**src/design/i2ckr_pkg.sv**
```systemverilog
`default_nettype none

package i2ckr_pkg;

  localparam int CFG_INDEX_W = 2;
  localparam int CFG_DATA_W  = 16;

  // register indexes on the configuration port
  localparam logic [CFG_INDEX_W-1:0] REG_PHASE_TICKS    = 2'd0;
  localparam logic [CFG_INDEX_W-1:0] REG_ACK_TIMEOUT    = 2'd1;
  localparam logic [CFG_INDEX_W-1:0] REG_DEVICE_ADDRESS = 2'd2;

  localparam logic [15:0] PHASE_TICKS_RST    = 16'd100;
  localparam logic [7:0]  ACK_TIMEOUT_RST    = 8'd250;
  localparam logic [6:0]  DEVICE_ADDRESS_RST = 7'h40;

  localparam logic [7:0]  KEY_NONE    = 8'd255;
  localparam logic [7:0]  KEY_CODE_M  = 8'd77;
  localparam logic [7:0]  KEY_CODE_HASH = 8'd35;

  typedef struct packed {
    logic [15:0] phase_ticks;
    logic [7:0]  ack_timeout;
    logic [6:0]  device_address;
  } cfg_t;

  typedef struct packed {
    logic       ack_failed;
    logic [7:0] key_code;
    logic [4:0] key_position;
    logic       done_res;
    logic       sda_drive;
    logic       sda_level;
    logic       scl_level;
  } result_t;

endpackage

`default_nettype wire

```
**src/design/i2ckr_fsm.sv**
```systemverilog
`default_nettype none

module i2ckr_fsm #(
  parameter int KEY_BITS = 16
) (
  input  wire logic            clk,
  input  wire logic            rst,
  input  wire logic            step,
  input  wire logic            read_request,
  input  wire logic            sda_sample,
  input  wire i2ckr_pkg::cfg_t cfg,
  output i2ckr_pkg::result_t   res
);
  import i2ckr_pkg::*;

  localparam int BCW = $clog2(KEY_BITS + 1);

  typedef enum logic [3:0] {
    PH_IDLE, PH_ST_A, PH_ST_B, PH_ST_C, PH_TX_LOW, PH_TX_SET, PH_TX_HIGH,
    PH_AK_LOW, PH_AK_HIGH, PH_AK_POLL, PH_RX_LOW, PH_RX_HIGH,
    PH_MA_LOW, PH_MA_HIGH, PH_SP_LOW, PH_SP_HIGH
  } phase_t;

  phase_t         phase, phase_next;
  logic [15:0]    tick_count, tick_count_next;
  logic [BCW-1:0] bit_count, bit_count_next;
  logic [7:0]     send_shift, send_shift_next;
  logic [BCW-1:0] first_key, first_key_next;
  logic [7:0]     poll_count, poll_count_next;
  logic           sda_reg, sda_reg_next;
  logic           fail_flag, fail_flag_next;

  logic [16:0]    limit;
  logic           ph_end;
  logic           done;
  logic           scl_of, drv_of;
  logic [BCW-1:0] pos;
  logic [7:0]     code;

  // zero phase length acts as one tick
  assign limit  = (cfg.phase_ticks == '0) ? 17'd1 : {1'b0, cfg.phase_ticks};
  assign ph_end = ({1'b0, tick_count} + 17'd1) >= limit;

  always_comb begin
    unique case (phase)
      PH_IDLE, PH_ST_A, PH_ST_B, PH_TX_HIGH, PH_AK_HIGH, PH_AK_POLL,
      PH_RX_HIGH, PH_MA_HIGH, PH_SP_HIGH: scl_of = 1'b1;
      default:                            scl_of = 1'b0;
    endcase
    unique case (phase)
      PH_IDLE, PH_AK_LOW, PH_AK_HIGH, PH_AK_POLL, PH_RX_LOW, PH_RX_HIGH: drv_of = 1'b0;
      default:                                                          drv_of = 1'b1;
    endcase
  end

  always_comb begin
    phase_next      = phase;
    tick_count_next = tick_count;
    bit_count_next  = bit_count;
    send_shift_next = send_shift;
    first_key_next  = first_key;
    poll_count_next = poll_count;
    sda_reg_next    = sda_reg;
    fail_flag_next  = fail_flag;
    done            = 1'b0;

    if (phase != PH_IDLE && phase != PH_AK_POLL && !ph_end) begin
      tick_count_next = tick_count + 16'd1;
    end

    unique case (phase)
      PH_IDLE: begin
        if (read_request) begin
          fail_flag_next  = 1'b0;
          first_key_next  = '0;
          bit_count_next  = '0;
          sda_reg_next    = 1'b1;
          phase_next      = PH_ST_A;
          tick_count_next = '0;
        end
      end
      PH_ST_A: begin
        if (ph_end) begin
          sda_reg_next    = 1'b0;
          phase_next      = PH_ST_B;
          tick_count_next = '0;
        end
      end
      PH_ST_B: begin
        if (ph_end) begin
          phase_next      = PH_ST_C;
          tick_count_next = '0;
        end
      end
      PH_ST_C: begin
        if (ph_end) begin
          send_shift_next = {cfg.device_address, 1'b1};
          bit_count_next  = '0;
          phase_next      = PH_TX_LOW;
          tick_count_next = '0;
        end
      end
      PH_TX_LOW: begin
        if (ph_end) begin
          sda_reg_next    = send_shift[7];
          phase_next      = PH_TX_SET;
          tick_count_next = '0;
        end
      end
      PH_TX_SET: begin
        if (ph_end) begin
          phase_next      = PH_TX_HIGH;
          tick_count_next = '0;
        end
      end
      PH_TX_HIGH: begin
        if (ph_end) begin
          send_shift_next = {send_shift[6:0], 1'b0};
          tick_count_next = '0;
          if (bit_count + BCW'(1) >= BCW'(8)) begin
            bit_count_next = '0;
            phase_next     = PH_AK_LOW;
          end else begin
            bit_count_next = bit_count + BCW'(1);
            phase_next     = PH_TX_LOW;
          end
        end
      end
      PH_AK_LOW: begin
        if (ph_end) begin
          phase_next      = PH_AK_HIGH;
          tick_count_next = '0;
        end
      end
      PH_AK_HIGH: begin
        if (ph_end) begin
          poll_count_next = '0;
          phase_next      = PH_AK_POLL;
          tick_count_next = '0;
        end
      end
      PH_AK_POLL: begin
        if (!sda_sample) begin
          bit_count_next  = '0;
          phase_next      = PH_RX_LOW;
          tick_count_next = '0;
        end else if (poll_count > cfg.ack_timeout || poll_count == 8'hff) begin
          fail_flag_next  = 1'b1;
          sda_reg_next    = 1'b0;
          phase_next      = PH_SP_LOW;
          tick_count_next = '0;
        end else begin
          poll_count_next = poll_count + 8'd1;
        end
      end
      PH_RX_LOW: begin
        if (ph_end) begin
          phase_next      = PH_RX_HIGH;
          tick_count_next = '0;
        end
      end
      PH_RX_HIGH: begin
        // data bit taken on the first tick of scl high
        if (tick_count == '0) begin
          bit_count_next = bit_count + BCW'(1);
          if (first_key == '0 && sda_sample) begin
            first_key_next = bit_count + BCW'(1);
          end
        end
        if (ph_end) begin
          tick_count_next = '0;
          if (bit_count_next == BCW'(8)) begin
            sda_reg_next = (first_key_next != '0);
            phase_next   = PH_MA_LOW;
          end else if (bit_count_next >= BCW'(KEY_BITS)) begin
            sda_reg_next = 1'b1;
            phase_next   = PH_MA_LOW;
          end else begin
            phase_next   = PH_RX_LOW;
          end
        end
      end
      PH_MA_LOW: begin
        if (ph_end) begin
          phase_next      = PH_MA_HIGH;
          tick_count_next = '0;
        end
      end
      PH_MA_HIGH: begin
        if (ph_end) begin
          tick_count_next = '0;
          if (sda_reg) begin
            sda_reg_next = 1'b0;
            phase_next   = PH_SP_LOW;
          end else if (bit_count < BCW'(KEY_BITS)) begin
            phase_next   = PH_RX_LOW;
          end else begin
            sda_reg_next = 1'b1;
            phase_next   = PH_MA_LOW;
          end
        end
      end
      PH_SP_LOW: begin
        if (ph_end) begin
          phase_next      = PH_SP_HIGH;
          tick_count_next = '0;
        end
      end
      PH_SP_HIGH: begin
        if (ph_end) begin
          done            = 1'b1;
          sda_reg_next    = 1'b1;
          phase_next      = PH_IDLE;
          tick_count_next = '0;
        end
      end
    endcase
  end

  // raw position to key code; the chip wires keys in reverse per row
  assign pos = fail_flag ? '0 : first_key;

  always_comb begin
    if (pos < BCW'(13)) begin
      case (4'(pos))
        4'd1:    code = 8'd0;
        4'd2:    code = 8'd3;
        4'd3:    code = 8'd2;
        4'd4:    code = 8'd1;
        4'd5:    code = 8'd6;
        4'd6:    code = 8'd5;
        4'd7:    code = 8'd4;
        4'd8:    code = 8'd9;
        4'd9:    code = 8'd8;
        4'd10:   code = 8'd7;
        4'd11:   code = KEY_CODE_M;
        4'd12:   code = KEY_CODE_HASH;
        default: code = KEY_NONE;
      endcase
    end else begin
      code = KEY_NONE;
    end
  end

  always_comb begin
    res.scl_level    = scl_of;
    res.sda_drive    = drv_of;
    res.sda_level    = drv_of & sda_reg;
    res.done_res     = done;
    res.key_position = done ? 5'(pos) : 5'd0;
    res.key_code     = done ? code : KEY_NONE;
    res.ack_failed   = done & fail_flag;
  end

  always_ff @(posedge clk) begin
    if (rst) begin
      phase      <= PH_IDLE;
      tick_count <= '0;
      bit_count  <= '0;
      send_shift <= '0;
      first_key  <= '0;
      poll_count <= '0;
      sda_reg    <= 1'b1;
      fail_flag  <= 1'b0;
    end else if (step) begin
      phase      <= phase_next;
      tick_count <= tick_count_next;
      bit_count  <= bit_count_next;
      send_shift <= send_shift_next;
      first_key  <= first_key_next;
      poll_count <= poll_count_next;
      sda_reg    <= sda_reg_next;
      fail_flag  <= fail_flag_next;
    end
  end

`ifndef SYNTHESIS
  a_done_only_in_stop: assert property (@(posedge clk) disable iff (rst)
    res.done_res |-> phase == PH_SP_HIGH)
    else $error("done outside stop phase");

  a_key_quiet: assert property (@(posedge clk) disable iff (rst)
    !res.done_res |-> (res.key_position == 5'd0 && res.key_code == KEY_NONE
                       && !res.ack_failed))
    else $error("key fields set without done");

  a_idle_holds: assert property (@(posedge clk) disable iff (rst)
    (step && phase == PH_IDLE && !read_request) |=> phase == PH_IDLE)
    else $error("left idle without request");

  a_fail_no_key: assert property (@(posedge clk) disable iff (rst)
    res.ack_failed |-> res.key_code == KEY_NONE)
    else $error("key code on failed ack");
`endif

endmodule

`default_nettype wire

```
**src/design/i2c_touch_key_reader_unit.sv**
```systemverilog
`default_nettype none

// bit-banged i2c master that reads a capacitive key chip. every request on
// the input stream is one bus tick: read_request starts a transaction when
// idle, sda_sample is the sda pin level seen that tick. every tick gives
// exactly one result with the scl/sda pin levels to drive and, on the last
// tick of the stop condition, done_res with the key position, key code and
// ack failure flag. one tick is taken every clock while the result slot is
// free or emptied; an accepted request goes through the input register, then
// the phase controller updating its state and the result register together.
// phase_ticks sets the length of each bus phase in ticks, ack_timeout the ack
// polls allowed to see sda high, device_address the 7-bit chip address.
// the user must see that configuration is written only while the stream is
// idle; the block does not enforce this. no clearing pass after reset.
module i2c_touch_key_reader_unit #(
  parameter int KEY_BITS = 16
) (
  input  wire logic                              clk,
  input  wire logic                              rst,
  // input stream
  input  wire logic                              s_tvalid,
  output logic                                   s_tready,
  input  wire logic [7:0]                        s_tdata,  // read_request, sda_sample
  // result stream
  output logic                                   m_tvalid,
  input  wire logic                              m_tready,
  // scl_level, sda_level, sda_drive, key_position[4:0], key_code[7:0], ack_failed
  output logic [23:0]                            m_tdata,
  output logic                                   m_tlast,  // done_res
  // configuration
  input  wire logic                              cfg_we,
  input  wire logic [i2ckr_pkg::CFG_INDEX_W-1:0] cfg_index,
  input  wire logic [i2ckr_pkg::CFG_DATA_W-1:0]  cfg_data
);
  import i2ckr_pkg::*;

  cfg_t    cfg;
  logic    in_valid;
  logic    in_req;
  logic    in_sda;
  logic    advance;
  result_t res;
  result_t res_q;

  // configuration registers
  always_ff @(posedge clk) begin
    if (rst) begin
      cfg.phase_ticks    <= PHASE_TICKS_RST;
      cfg.ack_timeout    <= ACK_TIMEOUT_RST;
      cfg.device_address <= DEVICE_ADDRESS_RST;
    end else if (cfg_we) begin
      unique case (cfg_index)
        REG_PHASE_TICKS:    cfg.phase_ticks    <= cfg_data;
        REG_ACK_TIMEOUT:    cfg.ack_timeout    <= cfg_data[7:0];
        REG_DEVICE_ADDRESS: cfg.device_address <= cfg_data[6:0];
        default:            ;
      endcase
    end
  end

  // the tick in the input register moves on when the result slot is free
  // or being emptied this cycle
  assign advance  = in_valid && (!m_tvalid || m_tready);
  assign s_tready = !in_valid || advance;

  always_ff @(posedge clk) begin
    if (rst) begin
      in_valid <= 1'b0;
    end else if (s_tvalid && s_tready) begin
      in_valid <= 1'b1;
    end else if (advance) begin
      in_valid <= 1'b0;
    end
  end

  always_ff @(posedge clk) begin
    if (s_tvalid && s_tready) begin
      in_req <= s_tdata[0];
      in_sda <= s_tdata[1];
    end
  end

  // phase controller: one bus tick per step
  i2ckr_fsm #(
    .KEY_BITS (KEY_BITS)
  ) u_fsm (
    .clk          (clk),
    .rst          (rst),
    .step         (advance),
    .read_request (in_req),
    .sda_sample   (in_sda),
    .cfg          (cfg),
    .res          (res)
  );

  // result register
  always_ff @(posedge clk) begin
    if (rst) begin
      m_tvalid <= 1'b0;
    end else if (advance) begin
      m_tvalid <= 1'b1;
    end else if (m_tready) begin
      m_tvalid <= 1'b0;
    end
  end

  always_ff @(posedge clk) begin
    if (advance) begin
      res_q <= res;
    end
  end

  assign m_tdata = {7'd0, res_q.ack_failed, res_q.key_code, res_q.key_position,
                    res_q.sda_drive, res_q.sda_level, res_q.scl_level};
  assign m_tlast = res_q.done_res;

`ifndef SYNTHESIS
  a_advance_fills: assert property (@(posedge clk) disable iff (rst)
    advance |=> m_tvalid)
    else $error("result register not loaded");

  a_input_holds: assert property (@(posedge clk) disable iff (rst)
    (in_valid && !advance) |=> in_valid)
    else $error("pending tick dropped");

  a_no_overwrite: assert property (@(posedge clk) disable iff (rst)
    (m_tvalid && !m_tready) |-> !advance)
    else $error("stalled result overwritten");
`endif

endmodule

`default_nettype wire

```
**config.mk**
```make
export PLATFORM = sky130hd
export DESIGN_NAME = i2c_touch_key_reader_unit
export DESIGN_NICKNAME = d
export VERILOG_FILES = /design/src/design/i2ckr_pkg.sv /design/src/design/i2ckr_fsm.sv /design/src/design/i2c_touch_key_reader_unit.sv
export SDC_FILE = /design/constraint.sdc
export NUM_CORES = 1
export LEC_CHECK = 0
export ABC_AREA = 1
export BUFFER_PORTS_ARGS = -buffer_cell sky130_fd_sc_hd__buf_4
export CAP_MARGIN = 25
export CORE_AREA = 8 8 111 113
export CTS_BUF_LIST = sky130_fd_sc_hd__clkbuf_16
export CTS_CLUSTER_DIAMETER = 50
export DETAILED_ROUTE_END_ITERATION = 7
export DIE_AREA = 0 0 119 121
export GPL_ROUTABILITY_DRIVEN = 0
export GPL_TIMING_DRIVEN = 0
export MAX_ROUTING_LAYER = met4
export PLACE_DENSITY = 0.79
export SLEW_MARGIN = 20
export SYNTH_ARGS = -nofsm -noshare
export SYNTH_HDL_FRONTEND = slang
export SYNTH_SLANG_ARGS = --single-unit
```
**constraint.sdc**
```tcl
create_clock -name clk -period 4.4 [get_ports clk]
set_clock_uncertainty 0.2 [all_clocks]
set_input_delay 0.88 -clock clk [delete_from_list [all_inputs] [get_ports clk]]
set_output_delay 0.88 -clock clk [all_outputs]
set_load 0.02 [all_outputs]
```
After elaboration in Yosys (flattened, before gate mapping)
Memory sizes are Yosys's and may differ from the RTL's. A register that Yosys moved wholly into a read port is not among the register bits.
Cells that the tools add are included.
{"block": "word_totals", "reg_bits": 92, "latchBits": 0, "ram_bits": 0, "romBits": 144, "input_bits": 31, "output_inout_bits": 27, "wordCells": 189, "n_memories": 2}
{"block": "op_classes", "n_addsub": 4, "mul": 0, "div": 0, "magnitude_cmp": 6, "n_eq_ne": 41, "n_shift": 0, "mux": 74, "bitwise_logic": 2, "reduce_logical": 40}
{"memory": "(no name shown)", "depth": 16, "word_bits": 8, "read_ports": 1, "rd_clocked_by_memory_dff": 1, "write_ports": 0, "line": "i2ckr_fsm.sv:225", "text": "case (4'(pos))"}
{"memory": "(no name shown)", "depth": 16, "word_bits": 1, "read_ports": 1, "rd_clocked_by_memory_dff": 1, "write_ports": 0, "line": "i2ckr_fsm.sv:45", "text": "unique case (phase)"}
{"op": "$mux 16", "n": 6}
{"op": "$mux 4", "n": 19}
{"op": "$pmux 4 s16", "n": 1}
{"op": "$mux 5", "n": 11}
{"op": "$pmux 16 s3", "n": 1}
{"op": "$mux 8", "n": 5}
{"op": "$eq 4x4->1 const B", "n": 8}
{"op": "$logic_not 16->1", "n": 2}
{"op": "$pmux 8 s2", "n": 2}
{"op": "$ne 2x1->1 const B", "n": 15}
{"op": "$pmux 5 s5", "n": 1}
{"op": "$mux 1", "n": 22}
{"op": "$add 16x1->17 const B", "n": 1}
{"op": "$ge 17x17->1", "n": 1}
{"op": "$reduce_and 17->1", "n": 1}
{"op": "$add 16x1->16 const B", "n": 1}
{"op": "$eq 4x3->1 const B", "n": 4}
{"op": "$reduce_or 14->1", "n": 1}
{"op": "$reduce_bool 2->1", "n": 6}
{"op": "$reduce_and 11->1", "n": 1}
{"op": "$pmux 5 s2", "n": 1}
{"op": "$reduce_and 5->1", "n": 2}
{"op": "$reduce_bool 5->1", "n": 2}
{"op": "$add 8x1->8 const B", "n": 1}
{"op": "34 further kinds", "n": 52}

Depth between registers and ports, before layout
Gate-level depths: netlist of run 1.
{"block": "logic_depth", "depth_word": 9, "mapped_depth": 23, "ltp_nobuf": 22}

Cells and area by module
From an unflattened synthesis of run 1, not the netlist that was laid out.
{"block": "hier_totals", "cells_unflattened": 883, "area_unflattened_um2": 6283.5}
{"module": "i2ckr_fsm", "n_inst": 1, "cells_each": 658, "area_each_um2": 4209.0, "seq_area_each_um2": 980.9}
{"module": "i2c_touch_key_reader_unit", "n_inst": 1, "cells_each": 225, "area_each_um2": 2074.5, "seq_area_each_um2": 1261.2}

Least setup slack after synthesis of run 1
Ideal clock, no wire load.
{"block": "synth_path", "kind": "reg-to-reg", "from": "register u_fsm.tick_count[0]", "to": "register, netlist name m_tdata[13]", "setup_ns": 0.265, "arrival_time_ns": 2.590, "t_required_ns": 3.935, "setup_slack_ns": 1.344, "stages_incl_launch_ff": 21, "path_buffers": 0, "path_cell_list": "dfxtp_1 ha_1 nand2_1 nor2_4 nand3_1 nor2_1 nand2_1 nand2_1 nand2_1 ha_1 nand4_1 nor2_1 nand2_1 nand3_1 nand2_1 nand3_2 nand2_2 inv_2 nand2_1 nor2_2 o21ai_0"}
{"item": "start, declared", "line": "i2ckr_fsm.sv:25", "text": "logic [15:0] tick_count, tick_count_next;"}
{"item": "start signal, assigned", "line": "i2ckr_fsm.sv:267", "text": "tick_count <= tick_count_next;"}

==> results of run 1 <==
==> layer usage <==
layer / global-route usage [%] / vias to the layer above
li1: - / 3033
met1: 26.0 / 2630
met5: - / -
met4: 10.4 / 0
met3: 4.56 / 36
met2: 34.7 / 181
==> synthesized netlist by cell type, types with 2 or more instances <==
master      n
nand2_1   231
inv_1     101
nor2_1     98
dfxtp_1    81
a21oi_1    69
nand3_1    59
o21ai_0    45
ha_1       29
edfxtp_1   19
nand4_1    19
clkbuf_1   16
xor2_1     15
nor3_1     14
o211ai_1   10
buf_2       9
buf_4       9
inv_2       8
a31oi_1     7
nor4_1      6
nor2_4      5
nor2_2      4
xnor2_1     4
buf_6       3
nand2_2     3
nand3_2     3
o21ai_1     3
inv_4       2
nand2_4     2
o22ai_1     2
==> how the worst max path moves through the flow <==
| stage | startpoint | to | slack [ps] | depth (start not counted) |
|---|---|---|---|---|
| 6_report | u_fsm.tick_count[0] | m_tdata[10] | 770 | 18 |
| 5_1_grt | u_fsm.tick_count[0] | m_tdata[13] | 420 | 20 |
| 4_1_cts | u_fsm.tick_count[0] | m_tdata[10] | 790 | 18 |
| 3_5_place_dp | u_fsm.tick_count[0] | m_tdata[10] | 810 | 18 |
| 3_3_place_gp | u_fsm.tick_count[0] | m_tdata[14] | 810 | 18 |
| 2_1_floorplan | u_fsm.tick_count[0] | m_tdata[13] | 1340 | 20 |
==> stage by stage <==
| step | power [mW] | setup slack [ps] | utilization, % |
|---|---|---|---|
| after floorplan | 1.13 | 1340 | - |
| after global placement | 1.20 | 807 | 63.1 |
| after detailed placement | 1.20 | 811 | 63.1 |
| after CTS | 1.98 | 788 | 65.9 |
| after global routing | 2.05 | 424 | 65.9 |
| final | 1.97 | 775 | 65.9 |
==> layout by cell type (no fill, tap or decap), types with 19 or more instances in the layout <==
master / synthesis / routed
a21oi_1: 69 / 69
buf_4: 9 / 52
dfxtp_1: 81 / 81
edfxtp_1: 19 / 19
ha_1: 29 / 29
inv_1: 101 / 101
nand2_1: 231 / 231
nand3_1: 59 / 59
nand4_1: 19 / 19
nor2_1: 98 / 98
o21ai_0: 45 / 45
==> critical path: stages (launching register included) <==
cell and delay (ps):
dfxtp_1 430, ha_1 220, nand2_1 100, nor2_4 150, nand3_1 120, nor2_1 230
nand2_1 80, nand2_1 70, nand2_1 80, ha_1 320, nand4_1 140, nor2_1 110
nand2_1 250, nand3_2 270, nand2_2 160, inv_2 90, nand2_1 80, nor2_2 160
nand3_1 90
==> area by class of cell <==
class	count	area, um2	share of cell area, %
multi-input cells	651	3360	48.1
flip-flops and latches	100	2190	31.4
inverters	113	434	6.21
repair buffers	43	323	4.62
clock buffers	9	225	3.22
plain buffers	37	206	2.95
well taps	140	175	2.51
clock inverters	7	67.6	0.967
==> where the power goes <==
group / switching, mW / internal (mW)
clock network: 0.388 / 0.399
logic: 0.140 / 0.0728
registers: 0.0125 / 0.955
==> cells by family (layout without fill, tap and decap cells) <==
logic type,Yosys count,count (layout),synth area share (%)
xor+xnor,19,19,2.70
buf+inv,150,209,10.4
compound gates,146,146,13.2
flops,100,100,35.5
simple gates,450,450,32.3
other cells,1,7,0.0607
fa+ha+maj,29,29,5.88
==> flow_summary.json, run 1 <==
{
  "path_max_fanout": 8,
  "number_of_antenna_violations_at_the_first_check_in_global_routing": 0,
  "postSynthCellCount": 895,
  "routedLengthMet1_um": 6650,
  "cap_viol_max_count": 0,
  "port_buffers": 43,
  "antenna_cells_inserted": 0,
  "yosysSeqAreaShare_pct": 35.5,
  "worst_pin_slew_ps": 737,
  "drt-wirelength-per-cell_um": 13.6,
  "cts_hold_buf": 0,
  "cts_max_level": 3,
  "min_path_cells": 2,
  "postSynthRegisterBits": 100,
  "rsz0062_at_grt": "false",
  "max_flop_register": "cfg",
  "nNetsFinal": 1015,
  "cellLeakagePower_nw": 3.13,
  "required_ps": 4300,
  "timing.critical_path.to_type": "flip-flop",
  "grt_max_degree": 27,
  "detailroute.wirelength.met3_um": 949,
  "yosysTopAreaCell": "dfxtp_1",
  "holdPathEnd": "cfg[4]",
  "core.rowCount": 38,
  "holdCritPathClass": "reg -> reg",
  "worstReg2RegEnd": "m_tdata[10]",
  "floorplan.die_area_um2": 14400,
  "worst-r2r-cell-count": 18,
  "ys_types": 48,
  "detailroute.wirelength.met2_um": 6900,
  "grt_first_pass_wirelength_um": 25200,
  "power.density_cell_area_nw_per_um2": 282,
  "syn2layout_area_growth_pct": 13.2,
  "netlist_area_um2": 6170,
  "die_width_um": 119,
  "post-cts-setup-buffer-count": 0,
  "largest_register_ff_count": 31,
  "numPlacedInstances": 1084,
  "start_util_pct": 58.2,
  "design.portCount": 58,
  "path_clk_slew_ps": 70,
  "dr_drc_count": 0,
  "timing.fmax_mhz": 276,
  "critical_path.reg2reg.startpoint": "u_fsm.tick_count[0]",
  "vias_per_cell": 5.35,
  "drive_gt1_share_pct": 12.1,
  "start_kind": "flip-flop",
  "chipHeight_um": 121,
  "run_status": "finished, final reports clean",
  "relSlewSlack_pct": 50.5,
  "first_global_vias": 5377,
  "timing.setup.critical_path_class": "reg -> reg",
  "insertion_delay_ps": 370,
  "floorplan.core_area_um2": 10600,
  "cts_sinks": 100,
  "topRoutingLayerUsed": "met4",
  "avgSynthCellArea_um2": 6.90,
  "grt.overflow.total": 0,
  "ant_nets": 0,
  "synth_edf_count": 19,
  "all_layer_global_routing_usage_pct": 21.8,
  "max-vdd-ir-drop_v": 0.000249,
  "dp.final_hpwl_um": 11300,
  "numCtsBuffers": 9,
  "postRouteWirelength_um": 14900,
  "fin_worst_hold_slack_ps": 269,
  "setup-violations-final": 0,
  "synth.area.top_cells": "dfxtp_1 (26%), nand2_1 (14%), edfxtp_1 (9.2%), inv_1 (6.1%), nor2_1 (6.0%)",
  "setup_total_negative_slack_ps": 0,
  "first_iter_violations": 413,
  "finished_layout_cell_area_um2": 6990,
  "yosys_most_used_dff": "dfxtp_1",
  "clock_tree.root_cell": "clkbuf_16",
  "final-hold-violation-count": 0,
  "cts-root-to-sink-buffers": 2,
  "slew_violations": 0,
  "hp-start": "cfg[4]",
  "tritoncts_clock_tree": "yes",
  "synth_largest_type_area_fraction_pct": 26.3,
  "postSynth.asyncResetShare_pct": 0,
  "route.vias.total": 5880,
  "final_non_filler_cell_total": 1100,
  "period_utilization_pct": 82.4,
  "timing.reg2reg.setup_slack_ps": 770,
  "post_cts.resized_instances": 0,
  "dpl-instance-area_um2": 6690,
  "ys.warnings.count": 0,
  "layout.filler_cells": 994,
  "cp.arrival_ps": 3520,
  "finalWorstPathRequiredPeriod_ps": 3630,
  "first_pass_iters": 6
}
Power figures use the tool's default switching activity.
==> run 2: changes to the inputs <==
Settings changed: CORE_AREA 8 8 111 113 to 8 8 116 118, DIE_AREA 0 0 119 121 to 0 0 124 126, PLACE_DENSITY 0.79 to 0.76.
Clock period 4.4 ns to 2.91 ns, I/O delays scaled along.
==> run 2 against run 1 <==
  * The flow now finishes with violations (setup timing)
  * Highest routed layer unchanged
  * First-iteration DRC count increased by 3.4%
  * Setup slack got worse by 1000 ps
  * Critical path type unchanged
  * Critical endpoint is now u_fsm.tick_count[9]
  * Final area increased by 11%
  * Hold slack got worse by 71 ps
  * Routed wire length increased by 17%
  * Sequential cell count unchanged
  * Sequential power increased by 51%
  * Clock power increased by 54%
  * Die area increased by 8.5%
  * Via count increased by 6.5%
  * Non-clock buffer count increased by 40
==> flow_summary.json, run 2 (same netlist as run 1, synthesis figures left out) <==
{
  "dpl-instance-area_um2": 6760,
  "required_ps": 3000,
  "timing.critical_path.cells": "ha_4 > nand2_4 > nor2_4 > nand3_4 > nor2_4 > nand2_1 > nand2_1 > nand2_2 > ha_4 > a21oi_1 > nand3_4 > nand2_4 > nand4_4 > nand3_4 > buf_8 > nand3_1 > a21oi_1",
  "path_max_fanout": 10,
  "rsz0062_at_grt": "true",
  "drt-wirelength-per-cell_um": 15.2,
  "dr_drc_count": 0,
  "cap_viol_max_count": 0,
  "power.switching_fraction_pct": 28.4,
  "finished_layout_cell_area_um2": 7780,
  "fin_worst_hold_slack_ps": 198,
  "crit_path_frequent_cell": "nand3_4",
  "vias_per_cell": 5.45,
  "die_width_um": 124,
  "setup-violations-final": 56,
  "all_layer_global_routing_usage_pct": 23.0,
  "numPlacedInstances": 1091,
  "floorplan.die_area_um2": 15600,
  "power.share.sequential_pct": 47.9,
  "period_utilization_pct": 108,
  "nNetsFinal": 1056,
  "grt.overflow.total": 0,
  "final_common_cell": "nand2_1",
  "dp.final_hpwl_um": 11600,
  "final_non_filler_cell_total": 1148,
  "timing.setup.critical_path_class": "reg -> reg",
  "insertion_delay_ps": 360,
  "number_of_antenna_violations_at_the_first_check_in_global_routing": 0,
  "path_clk_slew_ps": 80,
  "cts_hold_buf": 0,
  "worst_pin_slew_ps": 828,
  "start_util_pct": 52.7,
  "pwr-share-clk_pct": 39.7,
  "largest_register_ff_count": 31,
  "core.rowCount": 40,
  "cpPeakStageDelay_ps": 370,
  "relSlewSlack_pct": 44.4,
  "first_pass_iters": 5,
  "worst_slack_ps": -228,
  "ant_nets": 0,
  "max_flop_register": "cfg",
  "start_kind": "flip-flop",
  "power.density_cell_area_nw_per_um2": 392,
  "net_switching_component_of_the_power_mw": 0.865,
  "drive_gt1_share_pct": 23.8,
  "mostFrequentLayoutCells": "nand2_1 (214), inv_1 (98), nor2_1 (88)",
  "final-hold-violation-count": 0,
  "design.portCount": 58,
  "port_buffers": 43,
  "setup_total_negative_slack_ps": -9660,
  "grt_first_pass_wirelength_um": 28300,
  "chipHeight_um": 126,
  "postLayoutCoreUtil_pct": 66.4,
  "timing.fmax_mhz": 319,
  "first_global_vias": 6040,
  "slew_violations": 0,
  "violations": "setup timing",
  "worst_path_max_delay_cell": "dfxtp_4",
  "cellLeakagePower_nw": 3.42,
  "cts_sinks": 100,
  "run_status": "finished with violations",
  "postRouteWirelength_um": 17500,
  "power_mw": 3.05,
  "first_iter_violations": 427,
  "holdCritPathClass": "in -> reg",
  "max-vdd-ir-drop_v": 0.000312,
  "numCtsBuffers": 9,
  "cts_max_level": 3,
  "grt_max_degree": 27,
  "power_internal_mw": 2.18,
  "floorplan.core_area_um2": 11700,
  "clock_tree.root_cell": "clkbuf_16",
  "cts-root-to-sink-buffers": 2,
  "syn2layout_area_growth_pct": 26.0,
  "finalWorstPathRequiredPeriod_ps": 3140,
  "timing.critical_path.to_type": "flip-flop",
  "power_frac_comb_pct": 12.3,
  "dp_slack_ps": -465,
  "tritoncts_clock_tree": "yes",
  "antenna_cells_inserted": 0,
  "cp.arrival_ps": 3220,
  "route.vias.total": 6260
}
==> run 2: changes by cell type in the layout (fill, tap and decap cells not counted), moves of 10 or more <==
cell / previous run / this run
a21oi_1: 69 / 56
nand2_2: 3 / 14
nand3_2: 3 / 14
nand3_1: 59 / 44
o21ai_0: 45 / 32
a21oi_2: 1 / 14
buf_4: 52 / 85
nand2_1: 231 / 214
nor2_1: 98 / 88
==> run 2: layout make-up <==
| class | count | area (um2) |
|---|---|---|
| Timing Repair Buffer | 83 | 654 |
| Multi-Input combinational cell | 652 | 3760 |
| Clock inverter | 7 | 70.1 |
| Buffer | 37 | 228 |
| Inverter | 113 | 442 |
| Tap cell | 147 | 184 |
| Clock buffer | 9 | 225 |
| Fill cell | 996 | 3930 |
| Sequential cell | 100 | 2210 |
==> run 2: metal layers <==
metal,track usage [%],wire length [um],vias to the layer above
met1,27.9,7470,2864
met3,3.49,1160,53
met4,10.4,565,0
li1,-,-,3110
met5,-,0,-
met2,36.6,8270,233
==> run 2: path summary, 6_finish.rpt <==
kind	start	endpoint	slack [ps]	cells past startpoint
worst max register to register	u_fsm.tick_count[1]	u_fsm.tick_count[9]	-230	17
worst max-delay path	u_fsm.tick_count[1]	u_fsm.tick_count[9]	-230	17
worst min register to register	cfg[0]	cfg[0]	270	2
worst min-delay path	s_tdata[0]	in_req	200	1
==> run 2: worst max-delay path: cells and delay by family, from the launching register on <==
| kind | cells | cell delay, ps |
|---|---|---|
| AND/OR/NAND/NOR | 12 | 1480 |
| flip-flops | 1 | 370 |
| adder cells (fa/ha/maj) | 2 | 390 |
| buffers and inverters | 1 | 160 |
| AO/OA/AOI/OAI | 2 | 460 |
==> run 2: power groups by stage <==
stage / clock network [mW] / logic (mW) / registers [mW]
after floorplan: 0 / 0.210 / 1.50
after global placement: 0 / 0.319 / 1.49
after detailed placement: 0 / 0.321 / 1.50
after CTS: 1.21 / 0.350 / 1.46
after global routing: 1.27 / 0.412 / 1.46
final: 1.21 / 0.376 / 1.46
==> run 2: timing repair <==
action	4_1_cts	5_1_grt
endpoints found under the setup margin	56	56
pin swaps	26	18
cloned	4	0
resized for setup	63	65
buffers inserted	31	7
==> run 3: changes to the inputs <==
Settings changed: ABC_AREA 1 to unset, CORE_AREA 8 8 116 118 to 8 8 114 116, DIE_AREA 0 0 124 126 to 0 0 122 124, GPL_TIMING_DRIVEN 0 to 1, SYNTH_HIERARCHICAL set to 1.
==> run 3 against run 2 <==
  * The run still ends with setup timing left
  * Synthesized area is 4.1% lower
  * Setup slack worse by 880 ps
  * Sequential share of layout area is 0.084 points higher
  * Clock-buffer cell count stayed put
  * Final cell count is 18% lower
  * First-iteration DRC count is 9.8% lower
  * Die area is 3.2% lower
  * Global-route usage is 1.8 points lower
  * Critical endpoint is now u_fsm/scl_of
==> flow_summary.json, run 3 <==
{
  "start_util_pct": 53.0,
  "first_iter_violations": 385,
  "core.rowCount": 39,
  "cp.buffers_inverters": 1,
  "period_utilization_pct": 138,
  "largest_register_ff_count": 31,
  "route.vias.total": 5582,
  "worst_pin_slew_ps": 614,
  "dr_drc_count": 0,
  "min_path_cells": 1,
  "critical_path.reg2reg.startpoint": "u_fsm/tick_count[4]",
  "ant_nets": 0,
  "slew_violations": 0,
  "yosys_most_used_dff": "dfxtp_1",
  "max_flop_register": "cfg",
  "power.share.sequential_pct": 48.0,
  "postSynthRegisterBits": 102,
  "finalWorstPathRequiredPeriod_ps": 4010,
  "net_switching_component_of_the_power_mw": 0.751,
  "finished_layout_cell_area_um2": 7880,
  "cts_hold_buf": 0,
  "clock_tree.root_cell": "clkbuf_16",
  "synth_compound_gate_area_share_pct": 13.3,
  "worstReg2RegEnd": "u_fsm/scl_of",
  "final-hold-violation-count": 0,
  "cpPeakStageDelay_ps": 520,
  "synth_largest_type_area_fraction_pct": 27.7,
  "max-vdd-ir-drop_v": 0.000423,
  "chipHeight_um": 124,
  "setup-violations-final": 58,
  "dp.final_hpwl_um": 10800,
  "synth_top_family_by_area": "simple AND/OR/NAND/NOR gates",
  "postSynth.asyncResetShare_pct": 0,
  "ys.warnings.count": 6,
  "holdPathEnd": "in_req",
  "synth_simple_gate_area_share_pct": 24.0,
  "worst_slack_ps": -1100,
  "pwr-share-clk_pct": 41.3,
  "power_frac_comb_pct": 10.7,
  "worst-r2r-cell-count": 14,
  "numPlacedInstances": 906,
  "synth.area.top_cells": "dfxtp_1 (28%), edfxtp_1 (10%), mux2i_1 (6.8%), ha_1 (6.1%), nor2_1 (5.2%)",
  "yosysSeqAreaShare_pct": 37.9,
  "start_kind": "flip-flop",
  "postSynthCellCount": 682,
  "layout.filler_cells": 766,
  "final_non_filler_cell_total": 944,
  "final_common_cell": "buf_4",
  "drt-wirelength-per-cell_um": 17.7,
  "insertion_delay_ps": 350,
  "all_layer_global_routing_usage_pct": 21.2,
  "power.switching_fraction_pct": 24.1,
  "critical_path.top_delay_family": "simple AND/OR/NAND/NOR gates",
  "syn2layout_area_growth_pct": 33.0,
  "grt_max_degree": 42,
  "synth_xor_xnor_area_share_pct": 5.62,
  "timing.fmax_mhz": 249,
  "vias_per_cell": 5.91,
  "first_pass_iters": 6,
  "postRouteWirelength_um": 16700,
  "cellLeakagePower_nw": 3.33,
  "relSlewSlack_pct": 58.5,
  "ys_types": 62,
  "path_clk_slew_ps": 70,
  "path_max_fanout": 4,
  "power.density_cell_area_nw_per_um2": 396,
  "run_status": "finished with violations",
  "antenna_cells_inserted": 0,
  "synthMuxAreaShare_pct": 6.76,
  "power_internal_mw": 2.36,
  "setup_total_negative_slack_ps": -52710,
  "hp-start": "s_tdata[0]",
  "nNetsFinal": 856,
  "worst_path_max_delay_cell": "or4b_4",
  "floorplan.die_area_um2": 15100,
  "grt_first_pass_wirelength_um": 25200,
  "port_buffers": 44,
  "numCtsBuffers": 9,
  "die_width_um": 122,
  "dpl-instance-area_um2": 6930,
  "grt.overflow.total": 0,
  "cp.arrival_ps": 4080,
  "yosysTopAreaCell": "dfxtp_1",
  "cts_sinks": 102,
  "dp_slack_ps": -978,
  "floorplan.core_area_um2": 11200,
  "timing.reg2reg.setup_slack_ps": -1100,
  "postLayoutCoreUtil_pct": 70.5,
  "cts_max_level": 3,
  "synth_edf_count": 20,
  "netlist_area_um2": 5920,
  "rsz0062_at_grt": "true",
  "avgSynthCellArea_um2": 8.68,
  "cap_viol_max_count": 0,
  "fin_worst_hold_slack_ps": 208,
  "holdCritPathClass": "in -> reg",
  "drive_gt1_share_pct": 30.8,
  "violations": "setup timing",
  "tritoncts_clock_tree": "yes",
  "number_of_antenna_violations_at_the_first_check_in_global_routing": 0,
  "first_global_vias": 5328,
  "post_synth_fa_ha_maj_area_fraction_pct": 6.13,
  "power_mw": 3.12,
  "timing.setup.critical_path_class": "reg -> reg",
  "timing.critical_path.to_type": "flip-flop",
  "cts-root-to-sink-buffers": 2,
  "timing.critical_path.cells": "buf_4 > nand4_1 > nor2_4 > nand3_2 > xnor2_2 > ha_1 > a211oi_2 > nor2_1 > or3_4 > o31ai_4 > a2111oi_2 > xnor2_1 > or4b_4 > o221ai_2",
  "required_ps": 2980,
  "design.portCount": 58,
  "mostFrequentLayoutCells": "buf_4 (118), dfxtp_1 (79), nor2_1 (74)",
  "synthTopCellsByCount": "dfxtp_1 (82), nor2_1 (82), nand2b_1 (42)"
}
==> run 3: changes by cell type in the layout (fill, tap and decap cells not counted), moves of 24 or more <==
cell,change
nand2_1,-187
inv_1,-57
mux2i_1,+40
nand2b_1,+39
buf_4,+33
a21oi_1,-28
nand3_1,-24
==> run 3: timing repair <==
item	4_1_cts	5_1_grt
endpoints found under the setup margin	58	58
gates resized for setup	44	50
gates cloned	1	2
pin swaps	34	33
buffers inserted	10	12
==> run 3: cell type report <==
class / instances / area [um2] / area share (%)
well taps: 143 / 179 / 2.27
clock inverters: 7 / 87.6 / 1.11
clock buffers: 9 / 225 / 2.86
inverters: 42 / 158 / 2.00
repair buffers: 140 / 1170 / 14.9
multi-input cells: 501 / 3810 / 48.3
flip-flops and latches: 102 / 2250 / 28.5
==> run 3: worst max path at each step <==
stage / from / end / slack (ps) / cells after the start
6_report: u_fsm/tick_count[4] / u_fsm/scl_of / -1100 / 14
5_1_grt: u_fsm/tick_count[0] / u_fsm/scl_of / -1170 / 15
3_3_place_gp: u_fsm/tick_count[1] / u_fsm/scl_of / -770 / 15
4_1_cts: u_fsm/tick_count[0] / u_fsm/scl_of / -940 / 15
3_5_place_dp: u_fsm/tick_count[1] / u_fsm/scl_of / -980 / 15
2_1_floorplan: u_fsm/tick_count[0] / m_tdata[15] / -860 / 17
==> run 3: cell families after synthesis <==
kind of cell,Yosys count
xor gates and xnor gates,38
muxes,40
and+or+nand+nor,272
DFF,102
buffers and inverters,85
adders and majority gates,29
AOI/OAI and AO/OA,115
other,1
==> run 3: power groups by stage <==
stage / sequential (mW) / combinational [mW] / clock [mW]
2_1_floorplan: 1.53 / 0.182 / 0
3_3_place_gp: 1.52 / 0.281 / 0
3_5_place_dp: 1.53 / 0.291 / 0
4_1_cts: 1.49 / 0.312 / 1.29
5_1_grt: 1.50 / 0.359 / 1.35
6_report: 1.50 / 0.335 / 1.29
==> run 3: layer usage <==
layer,vias to the layer above,routed length [um],global-route usage [%]
met3,57,827,3.04
li1,2587,-,-
met1,2702,6860,23.9
met2,236,8410,36.1
met5,-,0,-
met4,0,601,10.9
